--- src/hdl/rti_pkg.sv ---
// ----------------------------------------------------------------------------
// rti_pkg: shared types and constants
// Register indexes, product-sequence codes and the step table of the back end.
// ----------------------------------------------------------------------------
`default_nettype none

package rti_pkg;

  localparam int CoordWidth  = 32;
  localparam int FracBits    = 16;
  localparam int EpsWidth    = 16;
  localparam int CfgIdxWidth = 3;
  localparam int NumSteps    = 24;
  localparam int StepWidth   = 5;
  localparam int StepDet     = 8;   // last step of the determinant
  localparam int StepQ       = 9;   // first step after the determinant check

  typedef enum logic [CfgIdxWidth-1:0] {
    CFG_ORIGIN_X = 3'd0,
    CFG_ORIGIN_Y = 3'd1,
    CFG_ORIGIN_Z = 3'd2,
    CFG_DIR_X    = 3'd3,
    CFG_DIR_Y    = 3'd4,
    CFG_DIR_Z    = 3'd5,
    CFG_CULL     = 3'd6,
    CFG_DET_EPS  = 3'd7
  } cfg_idx_e;

  // operand sources of the shared multiplier
  typedef enum logic [4:0] {
    SRC_D0, SRC_D1, SRC_D2,
    SRC_E1_0, SRC_E1_1, SRC_E1_2,
    SRC_E2_0, SRC_E2_1, SRC_E2_2,
    SRC_T0, SRC_T1, SRC_T2,
    SRC_P0, SRC_P1, SRC_P2,
    SRC_Q0, SRC_Q1, SRC_Q2
  } src_e;

  localparam int NumSrc = 18;

  // accumulator destinations
  typedef enum logic [3:0] {
    DST_NONE, DST_P0, DST_P1, DST_P2, DST_DET,
    DST_Q0, DST_Q1, DST_Q2, DST_NU, DST_NV, DST_NT
  } dst_e;

  typedef struct packed {
    src_e a;
    src_e b;
    logic sub;
    logic first;
    dst_e dst;
  } step_t;

  function automatic step_t mk(input src_e a, input src_e b, input logic sub,
                               input logic first, input dst_e dst);
    step_t s;
    s.a = a; s.b = b; s.sub = sub; s.first = first; s.dst = dst;
    return s;
  endfunction

  // P = D x E2, det = E1.P, Q = T x E1, then T.P, D.Q, E2.Q
  function automatic step_t step_info(input logic [StepWidth-1:0] idx);
    step_t s;
    case (idx)
      5'd0:  s = mk(SRC_D1,   SRC_E2_2, 1'b0, 1'b1, DST_NONE);
      5'd1:  s = mk(SRC_D2,   SRC_E2_1, 1'b1, 1'b0, DST_P0);
      5'd2:  s = mk(SRC_D2,   SRC_E2_0, 1'b0, 1'b1, DST_NONE);
      5'd3:  s = mk(SRC_D0,   SRC_E2_2, 1'b1, 1'b0, DST_P1);
      5'd4:  s = mk(SRC_D0,   SRC_E2_1, 1'b0, 1'b1, DST_NONE);
      5'd5:  s = mk(SRC_D1,   SRC_E2_0, 1'b1, 1'b0, DST_P2);
      5'd6:  s = mk(SRC_E1_0, SRC_P0,   1'b0, 1'b1, DST_NONE);
      5'd7:  s = mk(SRC_E1_1, SRC_P1,   1'b0, 1'b0, DST_NONE);
      5'd8:  s = mk(SRC_E1_2, SRC_P2,   1'b0, 1'b0, DST_DET);
      5'd9:  s = mk(SRC_T1,   SRC_E1_2, 1'b0, 1'b1, DST_NONE);
      5'd10: s = mk(SRC_T2,   SRC_E1_1, 1'b1, 1'b0, DST_Q0);
      5'd11: s = mk(SRC_T2,   SRC_E1_0, 1'b0, 1'b1, DST_NONE);
      5'd12: s = mk(SRC_T0,   SRC_E1_2, 1'b1, 1'b0, DST_Q1);
      5'd13: s = mk(SRC_T0,   SRC_E1_1, 1'b0, 1'b1, DST_NONE);
      5'd14: s = mk(SRC_T1,   SRC_E1_0, 1'b1, 1'b0, DST_Q2);
      5'd15: s = mk(SRC_T0,   SRC_P0,   1'b0, 1'b1, DST_NONE);
      5'd16: s = mk(SRC_T1,   SRC_P1,   1'b0, 1'b0, DST_NONE);
      5'd17: s = mk(SRC_T2,   SRC_P2,   1'b0, 1'b0, DST_NU);
      5'd18: s = mk(SRC_D0,   SRC_Q0,   1'b0, 1'b1, DST_NONE);
      5'd19: s = mk(SRC_D1,   SRC_Q1,   1'b0, 1'b0, DST_NONE);
      5'd20: s = mk(SRC_D2,   SRC_Q2,   1'b0, 1'b0, DST_NV);
      5'd21: s = mk(SRC_E2_0, SRC_Q0,   1'b0, 1'b1, DST_NONE);
      5'd22: s = mk(SRC_E2_1, SRC_Q1,   1'b0, 1'b0, DST_NONE);
      5'd23: s = mk(SRC_E2_2, SRC_Q2,   1'b0, 1'b0, DST_NT);
      default: s = mk(SRC_D0, SRC_D0,   1'b0, 1'b1, DST_NONE);
    endcase
    return s;
  endfunction

endpackage

`default_nettype wire

--- src/hdl/rti_tri_if.sv ---
// ----------------------------------------------------------------------------
// rti_tri_if: triangle request channel
// valid/ready handshake carrying the three vertices and the new-ray flag.
// ----------------------------------------------------------------------------
`default_nettype none

interface rti_tri_if #(
  parameter int CW = 32
);
  logic                 valid;
  logic                 ready;
  logic                 new_ray;
  logic signed [CW-1:0] a_x, a_y, a_z;
  logic signed [CW-1:0] b_x, b_y, b_z;
  logic signed [CW-1:0] c_x, c_y, c_z;

  modport source (output valid, new_ray, a_x, a_y, a_z, b_x, b_y, b_z, c_x, c_y, c_z,
                  input ready);
  modport sink   (input valid, new_ray, a_x, a_y, a_z, b_x, b_y, b_z, c_x, c_y, c_z,
                  output ready);
endinterface

`default_nettype wire

--- src/hdl/rti_front.sv ---
// ----------------------------------------------------------------------------
// rti_front: request intake
// Forms saturated edge and origin vectors and buffers them in a 2-entry queue.
// ----------------------------------------------------------------------------
`default_nettype none

module rti_front
  import rti_pkg::*;
#(
  parameter int CW = CoordWidth,
  parameter int DW = 9 * CW + 1
) (
  input  wire logic                 clk_i,
  input  wire logic                 rst_ni,
  rti_tri_if.sink                   tri_i,
  input  wire logic signed [CW-1:0] origin_x_i,
  input  wire logic signed [CW-1:0] origin_y_i,
  input  wire logic signed [CW-1:0] origin_z_i,
  output logic                      q_valid_o,
  input  wire logic                 q_ready_i,
  output logic [DW-1:0]             q_data_o
);

  localparam logic signed [CW:0] MaxE = {2'b00, {(CW-1){1'b1}}};

  function automatic logic signed [CW-1:0] sat_sub(input logic signed [CW-1:0] x,
                                                   input logic signed [CW-1:0] y);
    logic signed [CW:0] d;
    d = {x[CW-1], x} - {y[CW-1], y};
    if (d > MaxE) return MaxE[CW-1:0];
    if (d < -MaxE) return -MaxE[CW-1:0];
    return d[CW-1:0];
  endfunction

  logic [DW-1:0] ent_q [2];
  logic          wr_ptr_q, rd_ptr_q;
  logic [1:0]    cnt_q;
  logic          push, pop;
  logic [DW-1:0] wdata;

  assign tri_i.ready = (cnt_q != 2'd2);
  assign push        = tri_i.valid && tri_i.ready;
  assign pop         = q_valid_o && q_ready_i;
  assign q_valid_o   = (cnt_q != 2'd0);
  assign q_data_o    = ent_q[rd_ptr_q];

  assign wdata = {tri_i.new_ray,
                  sat_sub(tri_i.b_x, tri_i.a_x), sat_sub(tri_i.b_y, tri_i.a_y),
                  sat_sub(tri_i.b_z, tri_i.a_z),
                  sat_sub(tri_i.c_x, tri_i.a_x), sat_sub(tri_i.c_y, tri_i.a_y),
                  sat_sub(tri_i.c_z, tri_i.a_z),
                  sat_sub(origin_x_i, tri_i.a_x), sat_sub(origin_y_i, tri_i.a_y),
                  sat_sub(origin_z_i, tri_i.a_z)};

  always_ff @(posedge clk_i) begin
    if (push) ent_q[wr_ptr_q] <= wdata;
  end

  always_ff @(posedge clk_i or negedge rst_ni) begin
    if (!rst_ni) begin
      wr_ptr_q <= 1'b0;
      rd_ptr_q <= 1'b0;
      cnt_q    <= 2'd0;
    end else begin
      if (push) wr_ptr_q <= ~wr_ptr_q;
      if (pop) rd_ptr_q <= ~rd_ptr_q;
      cnt_q <= cnt_q + {1'b0, push} - {1'b0, pop};
    end
  end

endmodule

`default_nettype wire

--- src/flat_wrapper.sv ---
// flat-port wrapper written by rule: the top's interface ports become plain ports
module rti_front_flat import rti_pkg::*;
#(
  parameter int CW = CoordWidth,
  parameter int DW = 9 * CW + 1
)
  (clk_i, rst_ni, origin_x_i, origin_y_i, origin_z_i, q_valid_o, q_ready_i, q_data_o, tri_i_valid, tri_i_new_ray, tri_i_a_x, tri_i_a_y, tri_i_a_z, tri_i_b_x, tri_i_b_y, tri_i_b_z, tri_i_c_x, tri_i_c_y, tri_i_c_z, tri_i_ready);
  rti_tri_if #(.CW(CW)) tri_i_i ();
  input  wire logic clk_i;
  input  wire logic rst_ni;
  input  wire logic signed [CW-1:0] origin_x_i;
  input  wire logic signed [CW-1:0] origin_y_i;
  input  wire logic signed [CW-1:0] origin_z_i;
  output logic q_valid_o;
  input  wire logic q_ready_i;
  output logic [DW-1:0] q_data_o;
  input wire logic [$bits(tri_i_i.valid)-1:0] tri_i_valid;
  input wire logic [$bits(tri_i_i.new_ray)-1:0] tri_i_new_ray;
  input wire logic [$bits(tri_i_i.a_x)-1:0] tri_i_a_x;
  input wire logic [$bits(tri_i_i.a_y)-1:0] tri_i_a_y;
  input wire logic [$bits(tri_i_i.a_z)-1:0] tri_i_a_z;
  input wire logic [$bits(tri_i_i.b_x)-1:0] tri_i_b_x;
  input wire logic [$bits(tri_i_i.b_y)-1:0] tri_i_b_y;
  input wire logic [$bits(tri_i_i.b_z)-1:0] tri_i_b_z;
  input wire logic [$bits(tri_i_i.c_x)-1:0] tri_i_c_x;
  input wire logic [$bits(tri_i_i.c_y)-1:0] tri_i_c_y;
  input wire logic [$bits(tri_i_i.c_z)-1:0] tri_i_c_z;
  output wire logic [$bits(tri_i_i.ready)-1:0] tri_i_ready;
  assign tri_i_i.valid = tri_i_valid;
  assign tri_i_i.new_ray = tri_i_new_ray;
  assign tri_i_i.a_x = tri_i_a_x;
  assign tri_i_i.a_y = tri_i_a_y;
  assign tri_i_i.a_z = tri_i_a_z;
  assign tri_i_i.b_x = tri_i_b_x;
  assign tri_i_i.b_y = tri_i_b_y;
  assign tri_i_i.b_z = tri_i_b_z;
  assign tri_i_i.c_x = tri_i_c_x;
  assign tri_i_i.c_y = tri_i_c_y;
  assign tri_i_i.c_z = tri_i_c_z;
  assign tri_i_ready = tri_i_i.ready;
  rti_front #(.CW(CW), .DW(DW)) u_core (.clk_i(clk_i), .rst_ni(rst_ni), .tri_i(tri_i_i), .origin_x_i(origin_x_i), .origin_y_i(origin_y_i), .origin_z_i(origin_z_i), .q_valid_o(q_valid_o), .q_ready_i(q_ready_i), .q_data_o(q_data_o));
endmodule
--- config.mk ---
export PLATFORM = sky130hd
export DESIGN_NAME = rti_front_flat
export DESIGN_NICKNAME = d
export VERILOG_FILES = /design/src/hdl/rti_pkg.sv /design/src/hdl/rti_tri_if.sv /design/src/hdl/rti_front.sv /design/src/flat_wrapper.sv
export SDC_FILE = /design/constraint.sdc
export NUM_CORES = 1
export LEC_CHECK = 0
export ABC_AREA = 1
export ABC_CLOCK_PERIOD_IN_PS = 29900
export BUFFER_PORTS_ARGS = -buffer_cell sky130_fd_sc_hd__buf_2
export CORE_AREA = 2 2 246 431
export CTS_BUF_LIST = sky130_fd_sc_hd__clkbuf_4 sky130_fd_sc_hd__clkbuf_8
export DETAILED_ROUTE_END_ITERATION = 16
export DIE_AREA = 0 0 248 433
export GPL_ROUTABILITY_DRIVEN = 0
export PLACE_DENSITY = 0.68
export SYNTH_ARGS = -nofsm -noshare
export SYNTH_HDL_FRONTEND = slang
export SYNTH_SLANG_ARGS = --single-unit
--- constraint.sdc ---
create_clock -name clk_i -period 29.9 [get_ports clk_i]
set_input_delay 1.495 -clock clk_i [delete_from_list [all_inputs] [get_ports clk_i]]
set_output_delay 1.495 -clock clk_i [all_outputs]
set_load 0.1 [all_outputs]
==> results.cfg <==
[status]
status = finished clean

[logic_synthesis]
syn_nets = 7621
netlist_area_sq_mm = 0.04647
netlist.area_leader.share_pct = 37.35
synth_warnings = 0
ys_ff_latch = 582
synth.most_common_cell = nand2_1
synth_area_leaders = edfxtp_1 (37%), nand2_1 (27%), inv_1 (9.0%)
syn_inst = 6933
synth_async_sr_flop_share_pct = 0.6873
synth_common_cells = nand2_1 (3335), inv_1 (1109), edfxtp_1 (578)
synth_flop_cell = edfxtp_1
avgSynthCellArea_sq_um = 6.703
synth_edf_count = 578
ys_seq_area_share_pct = 37.56
ys_types = 47
synth.largest_area_cell = edfxtp_1

[layout]
nNetsFinal = 8284
syn2layout_area_growth_pct = 14.16
fin_util_pct = 51.05
layout-drive-gt1-share_pct = 12.41

[global_route]
grt_pass1_wl_um = 250900
first_global_vias = 44832
antenna_found_initial = 37
grt.overflow.total = 0
grt_max_degree = 198
grtUsageTotal_pct = 31.22

[detailed_routing]
via_per_inst = 5.157
detail_route.wl_per_cell_um = 19.05
ant_nets = 0
wl_um = 172200
drc = 0
first_iter_violations = 3263
vias = 46625
first_pass_iters = 8

[worst_setup_path]
path_class = flip-flop to primary output
crit_required_ps = 28410
startpoint = u_core.rd_ptr_q$_DFFE_PN0P_
r2r_end = u_core.ent_q[0][172]$_DFFE_PP_
critPathMaxFanout = 133
reg2reg_from = u_core.cnt_q[1]$_DFF_PN0_
crit_arrival_ps = 3870
worstSetupEndpointType = primary output
startpoint_type = flip-flop
r2r_cells = 6
ff2ff_setup_slack_ps = 25570

[power_and_ir_drop]
power_density_mw_per_mm2 = 99.49
fin_total_pwr_mw = 5.278
power_leakage_nw = 29.37
vdd_drop_max_uv = 125.9

[hold_path]
hp-class = input pin to asynchronous set/reset pin

[floorplan]
rows = 157
die_w_um = 248
dieHeight_um = 433
die_area_sq_mm = 0.1074
core_area_sq_mm = 0.1039
ios = 680
start_util_pct = 44.72

[cts]
postCtsHoldBufs = 0
cts_buffers = 89
ctsResizeCount = 0
cts_sinks = 582
clk_pin_slew_worst_paths_ps = 80
clk_latency_ps = 780
cts_root_buffer = clkbuf_8
cts_buffer_depth = 3
tritoncts = built
cts_setup_buffers = 0
htreeDepth = 3

[sta]
drv_slew = 0
fin_crit_ps = 5361
max-slew-margin-rel_pct = 21.22
final_hold_viol_count = 0
fmax_ghz = 0.1865
finalWorstSetupSlack_ps = 24540
rsz0062_at_grt = no
fin_crit_sh_pct = 17.93
tightest_slew_ps = 1179
tns_ps = 0
fin_skew_ps = 24.61
finalSetupViolCount = 0

[job]
drv_cap = 0

[place]
portBuffers = 679
dp_slack_ps = 24730
hpwl_um = 137200
critical path: stages, from the launching register on:
cell and delay [ps]:
dfrtp_4 610, inv_8 580, buf_4 900, nand2_1 100, nand2_1 190, buf_2 460
cells by family after synthesis:
kind of cell | synth area share, %
AO/OA/AOI/OAI | 3.966
XOR/XNOR | 1.904
flip-flops | 37.56
AND/OR/NAND/NOR | 37.79
adder cells (fa/ha/maj) | 8.196
buffers and inverters | 10.58
how the worst max path moves through the flow:
stage	slack, ps	to	cells after the start
finish	24540	q_data_o[165]	5
global route	24350	q_data_o[160]	5
CTS	24460	q_data_o[160]	5
detailed placement	24730	u_core.ent_q[0][263]$_DFFE_PP_	6
global placement	24790	u_core.ent_q[0][258]$_DFFE_PP_	6
floorplan	15320	u_core.ent_q[1][0]$_DFFE_PP_	2
where the power goes:
part / internal [mW] / switching, mW
registers: 1.22 / 0.0538
logic: 0.486 / 2.77
clock network: 0.411 / 0.336
metrics by stage:
| step | area [sq um] | hold slack [ps] | std cells |
|---|---|---|---|
| 6_report | 53050 | 556.1 | 9041 |
| 5_1_grt | 53050 | 486.2 | 9038 |
| 4_1_cts | 52990 | 456.9 | 9016 |
| 3_5_place_dp | 51030 | 616.6 | 8856 |
| 3_3_place_gp | 51030 | 600.8 | 8856 |
| 2_1_floorplan | 46470 | 486.6 | 6933 |
cell type report:
cell class | instances | area (sq um)
fill | 10419 | 50860
multi-input combinational | 5105 | 24120
clock buffer | 110 | 1383
timing repair buffer | 691 | 3526
inverter | 1127 | 4238
antenna | 25 | 62.56
tap | 1351 | 1690
clock inverter | 50 | 578.1
sequential | 582 | 17460
sequential cells by signal, indices dropped and copies added, names as in the netlist:
register / flops
u_core.rd_ptr_q: 1
u_core.wr_ptr_q: 1
u_core.ent_q: 578
u_core.cnt_q: 2
routing by layer:
layer  wire (um)  vias to the layer above  GRT usage (%)
li1            -                    22906              -
met1       58670                    20945          31.90
met2       81340                     2099          53.10
met3       16420                      661          8.412
met4       15710                       14          25.24
met5          93                        -              0
placed cells by master, fill, tap and decap left out, types with 11 or more instances in the layout:
| cell type | count |
|---|---|
| a21oi_1 | 216 |
| and2_1 | 13 |
| buf_2 | 679 |
| bufinv_16 | 12 |
| clkbuf_4 | 21 |
| clkbuf_8 | 89 |
| clkinv_1 | 19 |
| clkinv_2 | 11 |
| diode_2 | 25 |
| edfxtp_1 | 578 |
| ha_1 | 290 |
| inv_1 | 1108 |
| inv_2 | 18 |
| nand2_1 | 3335 |
| nand2_2 | 48 |
| nand3_1 | 311 |
| nand3b_1 | 50 |
| nand4_1 | 61 |
| nor2_1 | 474 |
| nor3_1 | 38 |
| nor3_2 | 14 |
| o21ai_0 | 49 |
| o21bai_1 | 42 |
| xnor2_1 | 33 |
| xor2_1 | 55 |
(Power assumes the default switching activity.)
