File: config.mk
export PLATFORM = sky130hd
export DESIGN_NAME = rti_back_flat
export DESIGN_NICKNAME = d
export VERILOG_FILES = /design/src/hdl/rti_pkg.sv /design/src/hdl/rti_res_if.sv /design/src/hdl/rti_div.sv /design/src/hdl/rti_back.sv /design/src/flat_wrapper.sv
export SDC_FILE = /design/constraint.sdc
export NUM_CORES = 2
export LEC_CHECK = 0
export ABC_AREA = 1
export BUFFER_PORTS_ARGS = -buffer_cell sky130_fd_sc_hd__buf_2
export CAP_MARGIN = 0
export CORE_MARGIN = 2
export CORE_UTILIZATION = 40
export CTS_CLUSTER_DIAMETER = 200
export DETAILED_ROUTE_END_ITERATION = 12
export PLACE_DENSITY = 0.63
export RECOVER_POWER = 50
export SLEW_MARGIN = 20
export SYNTH_ARGS = -nofsm -noshare
export SYNTH_HDL_FRONTEND = slang
export SYNTH_SLANG_ARGS = --single-unit
File: constraint.sdc
create_clock -name clk_i -period 66.7 [get_ports clk_i]
set_input_delay 20.01 -clock clk_i [delete_from_list [all_inputs] [get_ports clk_i]]
set_output_delay 20.01 -clock clk_i [all_outputs]
set_load 0.01 [all_outputs]
File: src/hdl/rti_pkg.sv
// ----------------------------------------------------------------------------
// rti_pkg: shared types and constants
// Register indexes, product-sequence codes and the step table of the back end.
// ----------------------------------------------------------------------------
`default_nettype none

package rti_pkg;

  localparam int CoordWidth  = 32;
  localparam int FracBits    = 16;
  localparam int EpsWidth    = 16;
  localparam int CfgIdxWidth = 3;
  localparam int NumSteps    = 24;
  localparam int StepWidth   = 5;
  localparam int StepDet     = 8;   // last step of the determinant
  localparam int StepQ       = 9;   // first step after the determinant check

  typedef enum logic [CfgIdxWidth-1:0] {
    CFG_ORIGIN_X = 3'd0,
    CFG_ORIGIN_Y = 3'd1,
    CFG_ORIGIN_Z = 3'd2,
    CFG_DIR_X    = 3'd3,
    CFG_DIR_Y    = 3'd4,
    CFG_DIR_Z    = 3'd5,
    CFG_CULL     = 3'd6,
    CFG_DET_EPS  = 3'd7
  } cfg_idx_e;

  // operand sources of the shared multiplier
  typedef enum logic [4:0] {
    SRC_D0, SRC_D1, SRC_D2,
    SRC_E1_0, SRC_E1_1, SRC_E1_2,
    SRC_E2_0, SRC_E2_1, SRC_E2_2,
    SRC_T0, SRC_T1, SRC_T2,
    SRC_P0, SRC_P1, SRC_P2,
    SRC_Q0, SRC_Q1, SRC_Q2
  } src_e;

  localparam int NumSrc = 18;

  // accumulator destinations
  typedef enum logic [3:0] {
    DST_NONE, DST_P0, DST_P1, DST_P2, DST_DET,
    DST_Q0, DST_Q1, DST_Q2, DST_NU, DST_NV, DST_NT
  } dst_e;

  typedef struct packed {
    src_e a;
    src_e b;
    logic sub;
    logic first;
    dst_e dst;
  } step_t;

  function automatic step_t mk(input src_e a, input src_e b, input logic sub,
                               input logic first, input dst_e dst);
    step_t s;
    s.a = a; s.b = b; s.sub = sub; s.first = first; s.dst = dst;
    return s;
  endfunction

  // P = D x E2, det = E1.P, Q = T x E1, then T.P, D.Q, E2.Q
  function automatic step_t step_info(input logic [StepWidth-1:0] idx);
    step_t s;
    case (idx)
      5'd0:  s = mk(SRC_D1,   SRC_E2_2, 1'b0, 1'b1, DST_NONE);
      5'd1:  s = mk(SRC_D2,   SRC_E2_1, 1'b1, 1'b0, DST_P0);
      5'd2:  s = mk(SRC_D2,   SRC_E2_0, 1'b0, 1'b1, DST_NONE);
      5'd3:  s = mk(SRC_D0,   SRC_E2_2, 1'b1, 1'b0, DST_P1);
      5'd4:  s = mk(SRC_D0,   SRC_E2_1, 1'b0, 1'b1, DST_NONE);
      5'd5:  s = mk(SRC_D1,   SRC_E2_0, 1'b1, 1'b0, DST_P2);
      5'd6:  s = mk(SRC_E1_0, SRC_P0,   1'b0, 1'b1, DST_NONE);
      5'd7:  s = mk(SRC_E1_1, SRC_P1,   1'b0, 1'b0, DST_NONE);
      5'd8:  s = mk(SRC_E1_2, SRC_P2,   1'b0, 1'b0, DST_DET);
      5'd9:  s = mk(SRC_T1,   SRC_E1_2, 1'b0, 1'b1, DST_NONE);
      5'd10: s = mk(SRC_T2,   SRC_E1_1, 1'b1, 1'b0, DST_Q0);
      5'd11: s = mk(SRC_T2,   SRC_E1_0, 1'b0, 1'b1, DST_NONE);
      5'd12: s = mk(SRC_T0,   SRC_E1_2, 1'b1, 1'b0, DST_Q1);
      5'd13: s = mk(SRC_T0,   SRC_E1_1, 1'b0, 1'b1, DST_NONE);
      5'd14: s = mk(SRC_T1,   SRC_E1_0, 1'b1, 1'b0, DST_Q2);
      5'd15: s = mk(SRC_T0,   SRC_P0,   1'b0, 1'b1, DST_NONE);
      5'd16: s = mk(SRC_T1,   SRC_P1,   1'b0, 1'b0, DST_NONE);
      5'd17: s = mk(SRC_T2,   SRC_P2,   1'b0, 1'b0, DST_NU);
      5'd18: s = mk(SRC_D0,   SRC_Q0,   1'b0, 1'b1, DST_NONE);
      5'd19: s = mk(SRC_D1,   SRC_Q1,   1'b0, 1'b0, DST_NONE);
      5'd20: s = mk(SRC_D2,   SRC_Q2,   1'b0, 1'b0, DST_NV);
      5'd21: s = mk(SRC_E2_0, SRC_Q0,   1'b0, 1'b1, DST_NONE);
      5'd22: s = mk(SRC_E2_1, SRC_Q1,   1'b0, 1'b0, DST_NONE);
      5'd23: s = mk(SRC_E2_2, SRC_Q2,   1'b0, 1'b0, DST_NT);
      default: s = mk(SRC_D0, SRC_D0,   1'b0, 1'b1, DST_NONE);
    endcase
    return s;
  endfunction

endpackage

`default_nettype wire

File: src/hdl/rti_res_if.sv
// ----------------------------------------------------------------------------
// rti_res_if: intersection result channel
// valid/ready handshake carrying hit flag, closest distance and barycentrics.
// ----------------------------------------------------------------------------
`default_nettype none

interface rti_res_if #(
  parameter int CW = 32,
  parameter int F  = 16
);
  logic          valid;
  logic          ready;
  logic          hit;
  logic [CW-2:0] closest_t;
  logic [F:0]    bary_u;
  logic [F:0]    bary_v;

  modport source (output valid, hit, closest_t, bary_u, bary_v, input ready);
  modport sink   (input valid, hit, closest_t, bary_u, bary_v, output ready);
endinterface

`default_nettype wire

File: src/hdl/rti_div.sv
// ----------------------------------------------------------------------------
// rti_div: restoring divider
// Unsigned (num << F) / den, one quotient bit per cycle.
// ----------------------------------------------------------------------------
`default_nettype none

module rti_div
  import rti_pkg::*;
#(
  parameter int CW = CoordWidth,
  parameter int F  = FracBits,
  parameter int QW = CW - 1 + F
) (
  input  wire logic          clk_i,
  input  wire logic          rst_ni,
  input  wire logic          start_i,
  input  wire logic [CW-2:0] num_i,
  input  wire logic [CW-2:0] den_i,
  output logic               done_o,
  output logic [QW-1:0]      quo_o
);

  localparam int CntW = $clog2(QW + 1);

  logic [CW-2:0]   rem_q;
  logic [QW-1:0]   sh_q;
  logic [CntW-1:0] cnt_q;
  logic            busy_q, done_q;
  logic [CW-1:0]   r2;
  logic [CW-1:0]   r2_sub;
  logic            ge;

  assign r2     = {rem_q, sh_q[QW-1]};
  assign r2_sub = r2 - {1'b0, den_i};
  assign ge     = (r2 >= {1'b0, den_i});
  assign done_o = done_q;
  assign quo_o  = sh_q;

  always_ff @(posedge clk_i) begin
    if (start_i) begin
      rem_q <= '0;
      sh_q  <= {num_i, {F{1'b0}}};
    end else if (busy_q) begin
      rem_q <= ge ? r2_sub[CW-2:0] : r2[CW-2:0];
      sh_q  <= {sh_q[QW-2:0], ge};
    end
  end

  always_ff @(posedge clk_i or negedge rst_ni) begin
    if (!rst_ni) begin
      busy_q <= 1'b0;
      done_q <= 1'b0;
      cnt_q  <= '0;
    end else begin
      done_q <= 1'b0;
      if (start_i) begin
        busy_q <= 1'b1;
        cnt_q  <= '0;
      end else if (busy_q) begin
        cnt_q <= cnt_q + 1'b1;
        if (cnt_q == CntW'(QW - 1)) begin
          busy_q <= 1'b0;
          done_q <= 1'b1;
        end
      end
    end
  end

endmodule

`default_nettype wire

File: src/hdl/rti_back.sv
// ----------------------------------------------------------------------------
// rti_back: intersection sequencer
// Shared multiplier-accumulator, determinant test, three divides, hit update.
// ----------------------------------------------------------------------------
`default_nettype none

module rti_back
  import rti_pkg::*;
#(
  parameter int CW = CoordWidth,
  parameter int F  = FracBits,
  parameter int DW = 9 * CW + 1
) (
  input  wire logic                 clk_i,
  input  wire logic                 rst_ni,
  input  wire logic                 q_valid_i,
  output logic                      q_ready_o,
  input  wire logic [DW-1:0]        q_data_i,
  input  wire logic signed [CW-1:0] dir_x_i,
  input  wire logic signed [CW-1:0] dir_y_i,
  input  wire logic signed [CW-1:0] dir_z_i,
  input  wire logic                 cull_i,
  input  wire logic [EpsWidth-1:0]  eps_i,
  rti_res_if.source                 res_o
);

  localparam int AW = CW + 2;
  localparam int QW = CW - 1 + F;
  localparam logic [CW-1:0]        MaxV = {1'b0, {(CW-1){1'b1}}};
  localparam logic [2*CW-1:0]      MaxP = {{(CW+1){1'b0}}, {(CW-1){1'b1}}};
  localparam logic signed [AW-1:0] MaxA = {3'b000, {(CW-1){1'b1}}};
  localparam logic [QW-1:0]        MaxQ = {{(QW-CW+1){1'b0}}, {(CW-1){1'b1}}};
  localparam logic signed [CW:0]   OneS = (CW+1)'(1) << F;

  typedef enum logic [7:0] {
    S_IDLE  = 8'b0000_0001,
    S_MUL   = 8'b0000_0010,
    S_ACC   = 8'b0000_0100,
    S_CHECK = 8'b0000_1000,
    S_DIVGO = 8'b0001_0000,
    S_DIVW  = 8'b0010_0000,
    S_EVAL  = 8'b0100_0000,
    S_DONE  = 8'b1000_0000
  } state_e;

  state_e               state_q;
  logic [StepWidth-1:0] step_q;
  logic [1:0]           sel_q;
  logic                 ok_q;
  logic [CW-2:0]        closest_q;

  logic signed [CW-1:0] e1_q [3], e2_q [3], tv_q [3], p_q [3], qq_q [3];
  logic signed [CW-1:0] det_q, nu_q, nv_q, nt_q, u_q, v_q, t_q;
  logic signed [AW-1:0] acc_q;
  logic [2*CW-1:0]      prod_q;
  logic                 neg_q;

  logic                 out_valid_q, hit_q;
  logic [CW-2:0]        ct_q;
  logic [F:0]           bu_q, bv_q;

  // operand selection
  step_t                st;
  logic signed [CW-1:0] ops [NumSrc];
  logic signed [CW-1:0] opa, opb;
  logic [CW-1:0]        amag, bmag;

  assign st = step_info(step_q);
  assign ops[SRC_D0] = dir_x_i;   assign ops[SRC_D1] = dir_y_i;   assign ops[SRC_D2] = dir_z_i;
  assign ops[SRC_E1_0] = e1_q[0]; assign ops[SRC_E1_1] = e1_q[1]; assign ops[SRC_E1_2] = e1_q[2];
  assign ops[SRC_E2_0] = e2_q[0]; assign ops[SRC_E2_1] = e2_q[1]; assign ops[SRC_E2_2] = e2_q[2];
  assign ops[SRC_T0] = tv_q[0];   assign ops[SRC_T1] = tv_q[1];   assign ops[SRC_T2] = tv_q[2];
  assign ops[SRC_P0] = p_q[0];    assign ops[SRC_P1] = p_q[1];    assign ops[SRC_P2] = p_q[2];
  assign ops[SRC_Q0] = qq_q[0];   assign ops[SRC_Q1] = qq_q[1];   assign ops[SRC_Q2] = qq_q[2];
  assign opa  = ops[st.a];
  assign opb  = ops[st.b];
  assign amag = opa[CW-1] ? CW'(-opa) : CW'(opa);
  assign bmag = opb[CW-1] ? CW'(-opb) : CW'(opb);

  // product scaling and accumulate
  logic [2*CW-1:0]      shifted;
  logic [CW-1:0]        mval;
  logic signed [AW-1:0] mterm, acc_d, acc_sat;

  always_comb begin
    shifted = prod_q >> F;
    mval    = (shifted > MaxP) ? MaxV : shifted[CW-1:0];
    mterm   = (neg_q ^ st.sub) ? -$signed({2'b00, mval}) : $signed({2'b00, mval});
    acc_d   = (st.first ? '0 : acc_q) + mterm;
    if (acc_d > MaxA) acc_sat = MaxA;
    else if (acc_d < -MaxA) acc_sat = -MaxA;
    else acc_sat = acc_d;
  end

  // determinant test
  logic signed [AW-1:0] det_x, det_abs, eps_x;
  logic                 det_ok;

  always_comb begin
    det_x   = AW'(det_q);
    det_abs = det_q[CW-1] ? -det_x : det_x;
    eps_x   = $signed({{(AW-EpsWidth){1'b0}}, eps_i});
    det_ok  = (det_q != '0) && (cull_i ? !(det_x < eps_x) : !(det_abs < eps_x));
  end

  // divider hookup
  logic signed [CW-1:0] num_sel, div_res;
  logic [CW-1:0]        num_mag, den_mag;
  logic [QW-1:0]        quo, quo_sat;
  logic                 div_done, div_neg;

  always_comb begin
    case (sel_q)
      2'd0:    num_sel = nu_q;
      2'd1:    num_sel = nv_q;
      default: num_sel = nt_q;
    endcase
    num_mag = num_sel[CW-1] ? CW'(-num_sel) : CW'(num_sel);
    den_mag = det_q[CW-1] ? CW'(-det_q) : CW'(det_q);
    div_neg = num_sel[CW-1] ^ det_q[CW-1];
    quo_sat = (quo > MaxQ) ? MaxQ : quo;
    div_res = div_neg ? -$signed(quo_sat[CW-1:0]) : $signed(quo_sat[CW-1:0]);
  end

  rti_div #(.CW(CW), .F(F), .QW(QW)) u_div (
    .clk_i   (clk_i),
    .rst_ni  (rst_ni),
    .start_i (state_q == S_DIVGO),
    .num_i   (num_mag[CW-2:0]),
    .den_i   (den_mag[CW-2:0]),
    .done_o  (div_done),
    .quo_o   (quo)
  );

  // final acceptance
  logic signed [CW:0] u_x, v_x, uv;
  logic               hit_ok;

  always_comb begin
    u_x    = {u_q[CW-1], u_q};
    v_x    = {v_q[CW-1], v_q};
    uv     = u_x + v_x;
    hit_ok = !u_q[CW-1] && !(u_x > OneS) && !v_q[CW-1] && !(uv > OneS) &&
             !t_q[CW-1] && (t_q[CW-2:0] < closest_q);
  end

  logic out_free;
  assign out_free  = !out_valid_q || res_o.ready;
  assign q_ready_o = (state_q == S_IDLE);

  always_ff @(posedge clk_i) begin
    case (state_q)
      S_IDLE: begin
        for (int k = 0; k < 3; k++) begin
          e1_q[k] <= q_data_i[(9-k)*CW-1 -: CW];
          e2_q[k] <= q_data_i[(6-k)*CW-1 -: CW];
          tv_q[k] <= q_data_i[(3-k)*CW-1 -: CW];
        end
      end
      S_MUL: begin
        prod_q <= amag * bmag;
        neg_q  <= opa[CW-1] ^ opb[CW-1];
      end
      S_ACC: begin
        acc_q <= acc_d;
        case (st.dst)
          DST_P0:  p_q[0]  <= acc_sat[CW-1:0];
          DST_P1:  p_q[1]  <= acc_sat[CW-1:0];
          DST_P2:  p_q[2]  <= acc_sat[CW-1:0];
          DST_DET: det_q   <= acc_sat[CW-1:0];
          DST_Q0:  qq_q[0] <= acc_sat[CW-1:0];
          DST_Q1:  qq_q[1] <= acc_sat[CW-1:0];
          DST_Q2:  qq_q[2] <= acc_sat[CW-1:0];
          DST_NU:  nu_q    <= acc_sat[CW-1:0];
          DST_NV:  nv_q    <= acc_sat[CW-1:0];
          DST_NT:  nt_q    <= acc_sat[CW-1:0];
          default: ;
        endcase
      end
      S_DIVW: begin
        if (div_done) begin
          case (sel_q)
            2'd0:    u_q <= div_res;
            2'd1:    v_q <= div_res;
            default: t_q <= div_res;
          endcase
        end
      end
      S_DONE: begin
        if (out_free) begin
          hit_q <= ok_q;
          ct_q  <= closest_q;
          bu_q  <= ok_q ? u_q[F:0] : '0;
          bv_q  <= ok_q ? v_q[F:0] : '0;
        end
      end
      default: ;
    endcase
  end

  always_ff @(posedge clk_i or negedge rst_ni) begin
    if (!rst_ni) begin
      state_q     <= S_IDLE;
      step_q      <= '0;
      sel_q       <= 2'd0;
      ok_q        <= 1'b0;
      closest_q   <= '1;
      out_valid_q <= 1'b0;
    end else begin
      // a new result in DONE takes over the output register
      if (res_o.ready && state_q != S_DONE) out_valid_q <= 1'b0;
      case (state_q)
        S_IDLE: begin
          if (q_valid_i) begin
            if (q_data_i[DW-1]) closest_q <= '1;
            step_q  <= '0;
            state_q <= S_MUL;
          end
        end
        S_MUL: state_q <= S_ACC;
        S_ACC: begin
          step_q <= step_q + 1'b1;
          if (step_q == StepWidth'(StepDet)) state_q <= S_CHECK;
          else if (step_q == StepWidth'(NumSteps - 1)) begin
            sel_q   <= 2'd0;
            state_q <= S_DIVGO;
          end else state_q <= S_MUL;
        end
        S_CHECK: begin
          if (det_ok) begin
            step_q  <= StepWidth'(StepQ);
            state_q <= S_MUL;
          end else begin
            ok_q    <= 1'b0;
            state_q <= S_DONE;
          end
        end
        S_DIVGO: state_q <= S_DIVW;
        S_DIVW: begin
          if (div_done) begin
            if (sel_q == 2'd2) state_q <= S_EVAL;
            else begin
              sel_q   <= sel_q + 2'd1;
              state_q <= S_DIVGO;
            end
          end
        end
        S_EVAL: begin
          ok_q <= hit_ok;
          if (hit_ok) closest_q <= t_q[CW-2:0];
          state_q <= S_DONE;
        end
        S_DONE: begin
          if (out_free) begin
            out_valid_q <= 1'b1;
            state_q     <= S_IDLE;
          end
        end
        default: state_q <= S_IDLE;
      endcase
    end
  end

  assign res_o.valid     = out_valid_q;
  assign res_o.hit       = hit_q;
  assign res_o.closest_t = ct_q;
  assign res_o.bary_u    = bu_q;
  assign res_o.bary_v    = bv_q;

  // a miss carries zero barycentrics
  a_miss_zero: assert property (@(posedge clk_i) disable iff (!rst_ni)
    (out_valid_q && !hit_q) |-> (bu_q == '0 && bv_q == '0))
    else $error("miss with nonzero barycentrics");

  // an accepted hit strictly shortens the closest distance
  a_closer: assert property (@(posedge clk_i) disable iff (!rst_ni)
    (state_q == S_EVAL && hit_ok) |=> (closest_q < $past(closest_q)))
    else $error("hit did not shorten closest distance");

  // a hit lies inside the triangle
  a_inside: assert property (@(posedge clk_i) disable iff (!rst_ni)
    (out_valid_q && hit_q) |-> ({1'b0, bu_q} + {1'b0, bv_q} <= (F+2)'(OneS)))
    else $error("hit outside triangle");

endmodule

`default_nettype wire

File: src/flat_wrapper.sv
// flat-port wrapper written by rule: the top's interface ports become plain ports
module rti_back_flat import rti_pkg::*;
#(
  parameter int CW = CoordWidth,
  parameter int F  = FracBits,
  parameter int DW = 9 * CW + 1
)
  (clk_i, rst_ni, q_valid_i, q_ready_o, q_data_i, dir_x_i, dir_y_i, dir_z_i, cull_i, eps_i, res_o_valid, res_o_hit, res_o_closest_t, res_o_bary_u, res_o_bary_v, res_o_ready);
  rti_res_if #(.CW(CW), .F(F)) res_o_i ();
  input  wire logic clk_i;
  input  wire logic rst_ni;
  input  wire logic q_valid_i;
  output logic q_ready_o;
  input  wire logic [DW-1:0] q_data_i;
  input  wire logic signed [CW-1:0] dir_x_i;
  input  wire logic signed [CW-1:0] dir_y_i;
  input  wire logic signed [CW-1:0] dir_z_i;
  input  wire logic cull_i;
  input  wire logic [EpsWidth-1:0] eps_i;
  output wire logic [$bits(res_o_i.valid)-1:0] res_o_valid;
  output wire logic [$bits(res_o_i.hit)-1:0] res_o_hit;
  output wire logic [$bits(res_o_i.closest_t)-1:0] res_o_closest_t;
  output wire logic [$bits(res_o_i.bary_u)-1:0] res_o_bary_u;
  output wire logic [$bits(res_o_i.bary_v)-1:0] res_o_bary_v;
  input wire logic [$bits(res_o_i.ready)-1:0] res_o_ready;
  assign res_o_valid = res_o_i.valid;
  assign res_o_hit = res_o_i.hit;
  assign res_o_closest_t = res_o_i.closest_t;
  assign res_o_bary_u = res_o_i.bary_u;
  assign res_o_bary_v = res_o_i.bary_v;
  assign res_o_i.ready = res_o_ready;
  rti_back #(.CW(CW), .F(F), .DW(DW)) u_core (.clk_i(clk_i), .rst_ni(rst_ni), .q_valid_i(q_valid_i), .q_ready_o(q_ready_o), .q_data_i(q_data_i), .dir_x_i(dir_x_i), .dir_y_i(dir_y_i), .dir_z_i(dir_z_i), .cull_i(cull_i), .eps_i(eps_i), .res_o(res_o_i));
endmodule
==> results.md <==
* Max Cap Viol at 27
* Synth cell types at 77
* Cts bufs inserted at 106
* Initial drt markers at between 7000 and 8000
* Synthesized instance count at 10500
* Largest net degree at the start of global routing at about 160
* Placed Cells at ~14000
* Status: finished with violations
* R2R setup slack at 50810 ps
* First drt pass iteration count at 6
* Hold depth at 2
* Syn_nets at 12300
* Final nets at 12500
* Non-filler cells, final at 13900
* Hold Vio Cnt, Final at 0
* RSZ-0062 raised after global routing: no
* CP Data Required Time at 67200 ps
* Wirelength per Cell at 23.5 µm
* First-pass GRT wire length at 484000 µm
* Failing checks: capacitance limit, slew limit
* CP endpoint kind: flop
* Tot GR Track Use at 0.279
* Syn-to-layout area delta at 8.90%
* Setup TNS at 0 ps
* Total gr overflow at 0
* # port buffers at 473
* Total number of vias at 76300
* Least-Margin Pin Slew at 3970 ps
* Worst hold endpoint: u_core.u_div.rem_q[27]$_SDFFE_PP0P_
* Highest-delay cell along the critical path: fa_1
* Root buffer cell: clkbuf_16
* Top cell by count, worst path: nand2_1
* Hold_buf cts at 0
* Vias per inst at between 5 and 6
* Core Box Area at 225000 µm²
* Commonest cells after routing, fill and taps aside: nand2_1 (2102), inv_1 (1876), nor2_1 (1155), fa_1 (898), edfxtp_1 (884)
* Antenna-violating nets left at 0
* Post-synth EDFFs at 884
* Final Slew Violations at 1009
* Clk Latency, worst-skew pair at 750 ps
* FMAX at 32.7 MHz
* Worst min-delay path category: flop to flop
* Worst R2R Start: u_core.step_q[0]$_DFFE_PN0P_
* R2R depth at 46
* Die ar. at 230000 µm²
* # resized after CTS at 0
* Hold path start: u_core.u_div.rem_q[27]$_SDFFE_PP0P_
* CP Class: input pin to flop
* CTS tree: done
* Critical path's largest stage delay at approximately 820 ps
* Synthesis-stage register bit count at roughly 990
* Crit path launch type: input pin
* Antenna violations before repair at 26
* Post-DP HPWL at 246000 µm
* Clock skew at 56.6 ps
* Tmin final at ~31000 ps
* Die W at approximately 480 µm
* Row cnt at ~170
* WP data arrival at 31120 ps
* # H-tree levels at 3
* Initial core utilization at 0.402
* Number of global-route vias before repair at 76600
* R2R Path End: u_core.prod_q[41]$_DFFE_PP_
* Maximum clock insertion buffer count at 3
* CP Max Fanout at 28
* Register area share after synthesis at 0.320
* Slew HR at -1.65
* Share of post-route cells with drive strength above 1 at 0.0902
* Final setup viols at 0
* Top Ports at 474
* Most common cell after layout, fill and taps aside: nand2_1
* Fraction of registers with async set/reset at 0.0567
* Syn Area/Cell at 8.58 µm²
* Synth Flop Type: edfxtp_1
* Drc violations at 0
* Routability cong. at 1.01
* Clock sink count at 987
* Post-Syn Area at approximately 90000 µm²
* WL final at 326000 µm
* Syn. warnings at 0
* Period utilization at 0.459
* Die Ht at 479 µm
* Clock-pin slew on the worst setup and hold paths at around 70 ps
* # Post-CTS Setup Buffers at 0
stage by stage:
stage / instance area, µm² / setup WS [ps] / util / hold WS [ps]
2_1_floorplan: 90400 / 18330 / - / 423
3_3_place_gp: 95000 / 35580 / 0.423 / 459
3_5_place_dp: 95000 / 35510 / 0.423 / 464
4_1_cts: 98600 / 36290 / 0.439 / 474
5_1_grt: 98500 / 35850 / 0.438 / 497
6_report: 98500 / 36080 / 0.438 / 478
cell families after synthesis:
family          after synthesis  synth area share
xor+xnor                    224            0.0230
buf+inv                    2407             0.110
fa+ha+maj                  1334             0.259
compound gates             1453            0.0993
simple gates               4133             0.189
flops                       987             0.320
critical path: cells and delay by family:
family          cells  cell delay, ps
xor+xnor            1             350
fa+ha+maj          10            4910
buf+inv            11            1940
simple gates       18            2750
compound gates      3            1090
area by class of cell:
| cell class | count | area [µm²] |
|---|---|---|
| inverters | 1944 | 7310 |
| diodes | 11 | 27.5 |
| multi-input cells | 7144 | 51800 |
| repair buffers | 580 | 3100 |
| well taps | 2992 | 3740 |
| fillers | 22200 | 126000 |
| clock buffers | 124 | 2750 |
| flip-flops and latches | 987 | 28900 |
| clock inverters | 76 | 832 |
routing by layer:
metal | global-route usage | vias to the layer above | routed length [µm]
li1 | - | 34200 | -
met1 | 0.365 | 37500 | 130000
met2 | 0.451 | 3802 | 150000
met3 | 0.0501 | 794 | 28400
met4 | 0.128 | 18 | 17700
met5 | 0 | - | 118
cells in the mapped netlist (147+ instances only):
library cell,instances,share of area
inv_1,1877,0.078
nand2_1,2107,0.087
o21ai_0,399,0.022
ha_1,436,0.060
fa_1,898,0.20
buf_2,214,0.012
a21oi_1,356,0.020
nor2_1,1170,0.049
edfxtp_1,884,0.29
xor2_1,147,0.014
o211ai_1,379,0.031
nand3_1,511,0.028
flip-flops by register name, summed over array words and instances (netlist names), 34 cells and up:
name	cells
u_core.qq_q	96
u_core.e1_q	96
u_core.u_div.quo_o	47
u_core.acc_q	34
u_core.tv_q	96
u_core.prod_q	48
u_core.p_q	96
u_core.e2_q	96
how the worst max path moves through the flow:
| stage | cells past startpoint | startpoint | to |
|---|---|---|---|
| final | 43 | dir_y_i[0] | u_core.prod_q[41]$_DFFE_PP_ |
| after global placement | 43 | dir_y_i[0] | u_core.prod_q[41]$_DFFE_PP_ |
| after floorplan | 1 | u_core.state_q[1]$_DFFE_PN0P_ | q_ready_o |
| after global routing | 40 | dir_y_i[0] | u_core.prod_q[41]$_DFFE_PP_ |
| after CTS | 43 | dir_y_i[0] | u_core.prod_q[41]$_DFFE_PP_ |
| after detailed placement | 43 | dir_y_i[0] | u_core.prod_q[41]$_DFFE_PP_ |
Power is left out: the tool's default activity adds up to more than one toggle a clock period on the data nets, which glitch-free logic cannot reach.
